[config.mk]
export PLATFORM = sky130hd
export DESIGN_NAME = smbus_pec_crc8_checker_top
export DESIGN_NICKNAME = d
export VERILOG_FILES = /design/src/sv/smbus_pec_pkg.sv /design/src/sv/smbus_pec_crc8_checker_top.sv
export SDC_FILE = /design/constraint.sdc
export NUM_CORES = 1
export LEC_CHECK = 0
export ABC_CLOCK_PERIOD_IN_PS = 3800
export BUFFER_PORTS_ARGS = -buffer_cell sky130_fd_sc_hd__buf_2
export CAP_MARGIN = 0
export CORE_MARGIN = 10
export CORE_UTILIZATION = 40
export DETAILED_ROUTE_END_ITERATION = 16
export PLACE_DENSITY = 0.61
export SLEW_MARGIN = 20
export SYNTH_ARGS = -nofsm -noshare
export SYNTH_HDL_FRONTEND = slang
export SYNTH_SLANG_ARGS = --single-unit
[constraint.sdc]
create_clock -name aclk -period 3.8 [get_ports aclk]
set_clock_uncertainty 0.15 [all_clocks]
set_input_delay 0.76 -clock aclk [delete_from_list [all_inputs] [get_ports aclk]]
set_output_delay 0.76 -clock aclk [all_outputs]
set_load 0.02 [all_outputs]
[src/sv/smbus_pec_pkg.sv]
// types, opcodes and crc-8 fold function for the smbus pec checker
package smbus_pec_pkg;

    localparam int CRC_W = 8;

    typedef logic [CRC_W-1:0] crc_t;
    typedef logic [1:0]       opcode_t;

    localparam opcode_t OP_HEADER  = 2'd0;
    localparam opcode_t OP_PAYLOAD = 2'd1;
    localparam opcode_t OP_FINISH  = 2'd2;

    localparam crc_t PEC_POLY = 8'h07;
    localparam crc_t PEC_INIT = 8'h00;

    typedef struct packed {
        opcode_t    opcode;
        logic [6:0] target_address;
        logic [7:0] command_code;
        logic       read_transfer;
        logic       block_transfer;
        logic [7:0] byte_count;
        logic [7:0] payload_byte;
        logic [7:0] received_pec;
    } pec_item_t;

    // one byte into the crc, msb first; unrolls to an xor network
    function automatic crc_t crc8_fold(input crc_t crc, input logic [7:0] data);
        crc_t c;
        c = crc ^ data;
        for (int i = 0; i < 8; i++) begin
            if (c[CRC_W-1]) begin
                c = {c[CRC_W-2:0], 1'b0} ^ PEC_POLY;
            end else begin
                c = {c[CRC_W-2:0], 1'b0};
            end
        end
        return c;
    endfunction

endpackage

[src/sv/smbus_pec_crc8_checker_top.sv]
// smbus pec (crc-8, poly 0x07) generator and checker with stream ports
//
// input beats carry one command each, selected by s_axis_tuser[1:0]:
//   header  - restarts the crc over address+w, command, address+r when
//             reading, and the length byte on block transfers
//   payload - folds one data byte into the running crc
//   finish  - compares received_pec with the running crc, crc unchanged
//   the unused code passes the crc through with both flags low
// every input beat gives exactly one output beat: m_axis_tdata is the crc
// after that beat, m_axis_tuser flags the compare result on finish beats.
// an input beat passes the input register, then the fold network into the
// result register, before its output beat is valid. throughput is one beat
// per cycle while the receiver takes results; the header's four chained
// byte folds are the longest path between those registers.
// reset clears the running crc and empties both register stages.
// when the receiver stalls, the result register holds and an empty input
// register takes one more beat before s_axis_tready drops.
module smbus_pec_crc8_checker_top
    import smbus_pec_pkg::*;
(
    input  logic        aclk,
    input  logic        aresetn,

    input  logic        s_axis_tvalid,
    output logic        s_axis_tready,
    // target_address[6:0], command_code[14:7], byte_count[22:15],
    // payload_byte[30:23], received_pec[38:31], zero pad [39]
    input  logic [39:0] s_axis_tdata,
    // opcode[1:0], read_transfer[2], block_transfer[3]
    input  logic [3:0]  s_axis_tuser,

    output logic        m_axis_tvalid,
    input  logic        m_axis_tready,
    // crc_value[7:0]
    output logic [7:0]  m_axis_tdata,
    // pec_match[0], check_done[1]
    output logic [1:0]  m_axis_tuser
);

    logic      in_valid_reg;
    pec_item_t in_item_reg;
    crc_t      crc_reg;
    crc_t      crc_next;
    logic      m_valid_reg;
    crc_t      m_crc_reg;
    logic      m_match_reg;
    logic      m_done_reg;
    logic      match_next;
    logic      done_next;

    logic      advance;
    logic      s_accept;
    pec_item_t s_item;

    crc_t      hdr_c1;
    crc_t      hdr_c2;
    crc_t      hdr_c3;
    crc_t      hdr_c4;

    assign advance       = !m_valid_reg || m_axis_tready;
    assign s_axis_tready = !in_valid_reg || advance;
    assign s_accept      = s_axis_tvalid && s_axis_tready;

    always_comb begin
        s_item.opcode         = s_axis_tuser[1:0];
        s_item.read_transfer  = s_axis_tuser[2];
        s_item.block_transfer = s_axis_tuser[3];
        s_item.target_address = s_axis_tdata[6:0];
        s_item.command_code   = s_axis_tdata[14:7];
        s_item.byte_count     = s_axis_tdata[22:15];
        s_item.payload_byte   = s_axis_tdata[30:23];
        s_item.received_pec   = s_axis_tdata[38:31];
    end

    // header: address with write bit, command, optional read address and length
    always_comb begin
        hdr_c1 = crc8_fold(PEC_INIT, {in_item_reg.target_address, 1'b0});
        hdr_c2 = crc8_fold(hdr_c1, in_item_reg.command_code);
        hdr_c3 = in_item_reg.read_transfer
               ? crc8_fold(hdr_c2, {in_item_reg.target_address, 1'b1}) : hdr_c2;
        hdr_c4 = in_item_reg.block_transfer
               ? crc8_fold(hdr_c3, in_item_reg.byte_count) : hdr_c3;
    end

    always_comb begin
        crc_next   = crc_reg;
        match_next = 1'b0;
        done_next  = 1'b0;
        unique case (in_item_reg.opcode)
            OP_HEADER: begin
                crc_next = hdr_c4;
            end
            OP_PAYLOAD: begin
                crc_next = crc8_fold(crc_reg, in_item_reg.payload_byte);
            end
            OP_FINISH: begin
                done_next  = 1'b1;
                match_next = (in_item_reg.received_pec == crc_reg);
            end
            default: begin
                crc_next = crc_reg;
            end
        endcase
    end

    // control registers
    always_ff @(posedge aclk) begin
        if (!aresetn) begin
            in_valid_reg <= 1'b0;
            m_valid_reg  <= 1'b0;
            crc_reg      <= PEC_INIT;
        end else begin
            if (s_axis_tready) begin
                in_valid_reg <= s_axis_tvalid;
            end
            if (advance) begin
                m_valid_reg <= in_valid_reg;
                if (in_valid_reg) begin
                    crc_reg <= crc_next;
                end
            end
        end
    end

    // payload registers
    always_ff @(posedge aclk) begin
        if (s_accept) begin
            in_item_reg <= s_item;
        end
        if (advance && in_valid_reg) begin
            m_crc_reg   <= crc_next;
            m_match_reg <= match_next;
            m_done_reg  <= done_next;
        end
    end

    assign m_axis_tvalid = m_valid_reg;
    assign m_axis_tdata  = m_crc_reg;
    assign m_axis_tuser  = {m_done_reg, m_match_reg};

`ifndef NO_ASSERTIONS
    // the shown crc is always the running crc, since both load together
    a_out_crc_tracks: assert property (@(posedge aclk) disable iff (!aresetn)
        m_valid_reg |-> m_crc_reg == crc_reg)
        else $error("output crc differs from running crc");

    // a match can only be flagged on a finish result
    a_match_needs_done: assert property (@(posedge aclk) disable iff (!aresetn)
        m_valid_reg && !m_done_reg |-> !m_match_reg)
        else $error("pec_match set without check_done");

    // finish beats leave the running crc alone
    a_finish_keeps_crc: assert property (@(posedge aclk) disable iff (!aresetn)
        advance && in_valid_reg && in_item_reg.opcode == OP_FINISH
        |=> crc_reg == $past(crc_reg))
        else $error("finish beat changed the crc");

    // a beat leaving the input register lands in the result register
    a_stage_moves: assert property (@(posedge aclk) disable iff (!aresetn)
        advance && in_valid_reg |=> m_valid_reg)
        else $error("beat lost between stages");
`endif

endmodule

* Word-level counts from Yosys, hierarchy flattened
Cells that the tools add are included.
Word-level totals: logic and storage cells 120, bits in registers 63, output and inout port bits 12
Operators by class: bitwise operators 44, reduce and logical (&&, ||, !) cells 8, equality and inequality tests 3, multiplexer cells 51
Operators with widths (number):
- $mux W3 | 40
- $not A3 Y3 | 40
- $mux W8 | 9
- $xor A8 B8 Y8 | 4
- $pmux W8 S2 | 1
- $eq A8 B8 Y1 | 1
- $eq A2 B1 Y1 const B | 1
- $eq A2 B2 Y1 const B | 1
- $logic_and A1 B1 Y1 | 2
- $logic_not A1 Y1 | 2
- $logic_not A2 Y1 | 1
- $logic_or A1 B1 Y1 | 2
- $reduce_and A2 Y1 | 1
- $mux W1 | 1

* Depth between registers and ports, before layout
depth in word-level cells 70, gate-level depth with buffers 10, depth with buffers taken out 9

* Least setup slack after synthesis
No wires, ideal clock.
path type reg-to-reg, from reg in_item_reg[35] (netlist name), to reg m_crc_reg[5], in the netlist m_axis_tdata[5], data pin, path buffers 1, data arrival time 2.451 ns, setup time 0.252 ns, period minus slack after synthesis 2.853 ns, slack 0.947 ns, stages on the path, launching flop included 11, cell sequence edfxtp_1 > buf_6 > xnor3_2 > xnor2_1 > xnor2_1 > xnor3_2 > xnor3_1 > nand2_1 > xnor2_1 > o21a_1 > inv_1
On the way: cells in the longest elaborated chain, start to end 20
Ends and longest elaborated chain:
- start: declaration | RTL line smbus_pec_crc8_checker_top.sv:41 | pec_item_t in_item_reg;
- start signal: assignment | RTL line smbus_pec_crc8_checker_top.sv:128 | in_item_reg <= s_item;
- $mux W3 | RTL line smbus_pec_pkg.sv:32 | if (c[CRC_W-1]) begin
- $xor A8 B8 Y8 / $not A3 Y3 (equally long branches)
- $mux W3 | RTL line smbus_pec_pkg.sv:32
- $not A3 Y3 (no source line) / $xor A8 B8 Y8 (equally long branches)
- $mux W3 | RTL line smbus_pec_pkg.sv:32
- $xor A8 B8 Y8 / $not A3 Y3 (equally long branches)
- $mux W3 | RTL line smbus_pec_pkg.sv:32
- $not A3 Y3 (no source line) / $xor A8 B8 Y8 (equally long branches)
- [5 not listed]
- $mux W3, or another cell as far along | RTL line smbus_pec_pkg.sv:32
- $not A3 Y3 (no source line), or another cell as far along
- $mux W3 / $mux W8 (equally long branches) | RTL line smbus_pec_pkg.sv:32, smbus_pec_crc8_checker_top.sv:80
- $not A3 Y3 (no source line) / $xor A8 B8 Y8 (equally long branches)
- $mux W3 | RTL line smbus_pec_pkg.sv:32
- $mux W8 * | RTL line smbus_pec_crc8_checker_top.sv:82 | ? crc8_fold(hdr_c3, in_item_reg.byte_count) : hdr_c3;
- $pmux W8 S2 * | RTL line smbus_pec_crc8_checker_top.sv:89 | unique case (in_item_reg.opcode)
- net crc_next[5] | RTL line smbus_pec_crc8_checker_top.sv:43 | crc_t crc_next;
- end signal: assignment | RTL line smbus_pec_crc8_checker_top.sv:131 | m_crc_reg <= crc_next;
- end: declaration | RTL line smbus_pec_crc8_checker_top.sv:45 | crc_t m_crc_reg;
The timed path passes the listed nets; every way through them passes the cells marked *. A chain may end at the register's enable or synchronous reset.

* Final worst setup path
from reg in_item_reg[35] (netlist name), to reg m_crc_reg[4], in the netlist m_axis_tdata[4], data pin
On the way: cells in the longest elaborated chain, start to end 22
Ends and longest elaborated chain (RTL line):
- $mux W3 | smbus_pec_pkg.sv:32
- $xor A8 B8 Y8 / $not A3 Y3 (equally long branches)
- $mux W3 | smbus_pec_pkg.sv:32
- $not A3 Y3 (no source line) / $xor A8 B8 Y8 (equally long branches)
- $mux W3 | smbus_pec_pkg.sv:32
- $not A3 Y3 (no source line) / $xor A8 B8 Y8 (equally long branches)
- $mux W3 | smbus_pec_pkg.sv:32
- $xor A8 B8 Y8 / $not A3 Y3 (equally long branches)
- [7 not listed]
- $mux W3, or another cell as far along | smbus_pec_pkg.sv:32
- $not A3 Y3 (no source line), or another cell as far along
- $mux W3 / $mux W8 (equally long branches) | smbus_pec_pkg.sv:32, smbus_pec_crc8_checker_top.sv:80
- $not A3 Y3 (no source line) / $xor A8 B8 Y8 (equally long branches)
- $mux W3 | smbus_pec_pkg.sv:32
- $mux W8 * | smbus_pec_crc8_checker_top.sv:82
- $pmux W8 S2 * | smbus_pec_crc8_checker_top.sv:89
- net crc_next[4] | smbus_pec_crc8_checker_top.sv:43
Marks and branches as above.

==> summary.txt <==
Worst setup path
  – Crit path max-delay family: XOR/XNOR gates
  – Critical Path AT: 3080 ps
  – Max incr delay on CP: 540 ps
  – Buf/Inv on CP: 0
  – CP Cell Sequence: xnor3_2, xnor2_1, xnor2_1, xnor3_2, xnor3_1, nor2_1, xnor2_1, a21oi_1
  – Kind of critical path: reg2reg
  – Crit path required time: 3710 ps
  – CP endpoint kind: flip-flop
  – Worst-path fanout max: 5
  – R2r setup slk: 630 ps
  – Top cell by count, worst path: xnor2_1
  – Startpoint types: flip-flop
  – Crit-path slowest cell: xnor3_2

Synth
  – Number of distinct library cells after synthesis: 43
  – Synth Flop Type: edfxtp_1
  – Synthesized area: 3650 sq um
  – Synth Register Bits: 63
  – Sequential area share after synthesis: 49.1%
  – Syn_area_per_cell: 12.6 sq um
  – Yosys top cell by area: edfxtp_1
  – Ys Warns: 0
  – Compound-Gate Fraction of Synth Area: 6.59%
  – Synth Instances: 290
  – Post-Synth Adder-Cell Area: 0%
  – Simple-Gate Fraction of Synth Area: 7.68%
  – Largest family of logic cells by synthesized area: XOR/XNOR gates
  – Synth area leaders: edfxtp_1, xnor2_1, xnor3_1, dfxtp_1, xor2_1
  – Post-synth EDFFs: 53
  – Ys async rst share: 0%
  – XOR/XNOR Fraction of Synth Area: 32.1%
  – Synth top area share: 43.6%
  – Top cells by count, synth: xnor2_1, edfxtp_1, nand2_1, xor2_1
  – Most common cell in the netlist: xnor2_1
  – Post-synthesis mux area share: 1.65%
  – Syn nets: 338

Global route
  – Initial antenna violation count: 0
  – Busiest grt layer: met2
  – Met1 usage: 13.9%
  – Met3 Use GR: 3.10%
  – Vias in the first global route: 2244
  – Largest net degree at the start of global routing: 44
  – First-pass GRT wire length: 11200 microns
  – Total gr overflow: 0
  – GRT Resource Usage Total: 10.8%
  – Met2 global-route usage: 16.5%

STA
  – F_max: 316 MHz
  – RSZ-0062 raised after global routing: false
  – Final Cycle Share: 83.4%
  – Max Slew Vio Count: 0
  – Slew HR: 31.6%
  – Slew @ Worst Pin: 1030 ps
  – Final setup viols: 0
  – Final WS setup: 632 ps
  – Setup TNS: 0 ps
  – Final min period: 3170 ps
  – Final Hold Fails: 0

Hold path
  – Hold WC Path Type: reg2reg

Floorplanning
  – Die W: 115 microns
  – Core Footprint: 8810 sq um
  – # rows: 34
  – Die area: 13300 sq um
  – Die Y: 115 microns
  – I/O pins: 60
  – Initial core utilization: 41.4%

Routing
  – Initial DRT Pass Iterations: 4
  – Post-DRT Antenna Nets: 0
  – Drt drc: 0
  – Post-Route WL: 7010 microns
  – Starting DRC count in detailed routing: 90
  – Via count: 2204
  – DR vias/cell: 4.81
  – Routed length per instance: 15.3 microns

Clock tree
  – Clock buffer count from CTS: 9
  – # H-tree levels: 3
  – CTS tree: built
  – Worst-Skew Late Latency: 340 ps
  – CTS Buffer Depth: 2
  – Sink Count: 63
  – Post-CTS sizing: 0
  – Clock transition at the registers of the reported paths: 80 ps
  – # hold bufs at CTS: 0
  – Root Driver: clkbuf_8
  – Setup bufs post-CTS: 0

Place
  – # port buffers: 58
  – Half-perimeter wire length after placement: 5340 microns
  – DP Cell Count: 442
  – Pre-CTS setup slack: 641 ps
  – Placed inst area: 4000 sq um
  – GPL Wtd Cong: 0.836

Finish
  – Post-route insts no fill: 458
  – Nets: 393
  – N_diodes: 0
  – Largest register FFs: 43
  – Post-route cell area: 4220 sq um
  – P&R area growth vs syn: 15.7%
  – Share of post-route cells with drive strength above 1: 25.4%

Power
  – Power Dens Cells: 580 nW/um^2
  – Total power draw: 2.45 mW
  – Max VDD drop: 0.000231 V
  – Leakage: 1.68 nW

Outcome
  – Status: finished, final reports clean

Flow run
  – Max cap viols: 0
==> routing by layer <==
metal	vias to the layer above	wire, microns
li1	1118	-
met1	1024	3320
met2	50	3160
met3	12	395
met4	0	136
met5	-	0
==> kinds of logic (layout without fill, tap and decap cells) <==
group,after synthesis,after routing
AND/OR/NAND/NOR,61,61
buffers and inverters,21,81
XOR/XNOR,103,103
AO/OA/AOI/OAI,36,36
multiplexers,6,6
flip-flops,63,63
==> worst paths after layout <==
path,cells past startpoint,start,end
worst max register to register,8,in_item_reg[35],m_axis_tdata[4]
worst max-delay path,8,in_item_reg[35],m_axis_tdata[4]
worst min-delay path,1,in_valid_reg,m_axis_tvalid
worst min register to register,1,in_valid_reg,m_axis_tvalid
==> cell type report <==
| cell class | instances | area, sq um |
|---|---|---|
| well taps | 108 | 135 |
| clock inverters | 7 | 93.8 |
| clock buffers | 9 | 124 |
| fillers | 807 | 4590 |
| inverters | 6 | 22.5 |
| flip-flops and latches | 63 | 1790 |
| multi-input cells | 206 | 1750 |
| repair buffers | 59 | 298 |
==> metrics by stage <==
stage / utilization [%] / hold WS, ps
after detailed placement: 45.4 / 360
final: 47.9 / 373
after floorplan: - / 327
after global routing: 47.9 / 418
after global placement: 45.4 / 335
after CTS: 47.9 / 380
==> cells in the final DEF, fill, tap and decap left out, types with 2 or more instances in the layout <==
master     count
xor2_1        20
nand3_1        7
edfxtp_1      53
xnor2_2        5
nand2b_1       2
a31oi_1        5
a22oi_1        2
buf_2         58
inv_1          6
nor2b_1        2
bufinv_16      2
o21a_1         2
o21ai_0       10
mux2i_1        6
and2_1         2
nand2_1       29
dfxtp_1       10
xnor2_1       62
xnor3_1       11
nor2_1        11
xnor3_2        3
inv_6          2
clkbuf_8       9
a21oi_1        7
==> power by group <==
| part | leakage (nW) | internal [mW] | switching (mW) | total [mW] |
|---|---|---|---|---|
| registers | 0.598 | 0.814 | 0.0482 | 0.862 |
| logic | 0.974 | 0.494 | 0.446 | 0.940 |
| clock network | 0.108 | 0.370 | 0.275 | 0.645 |
(Power assumes the default switching activity.)
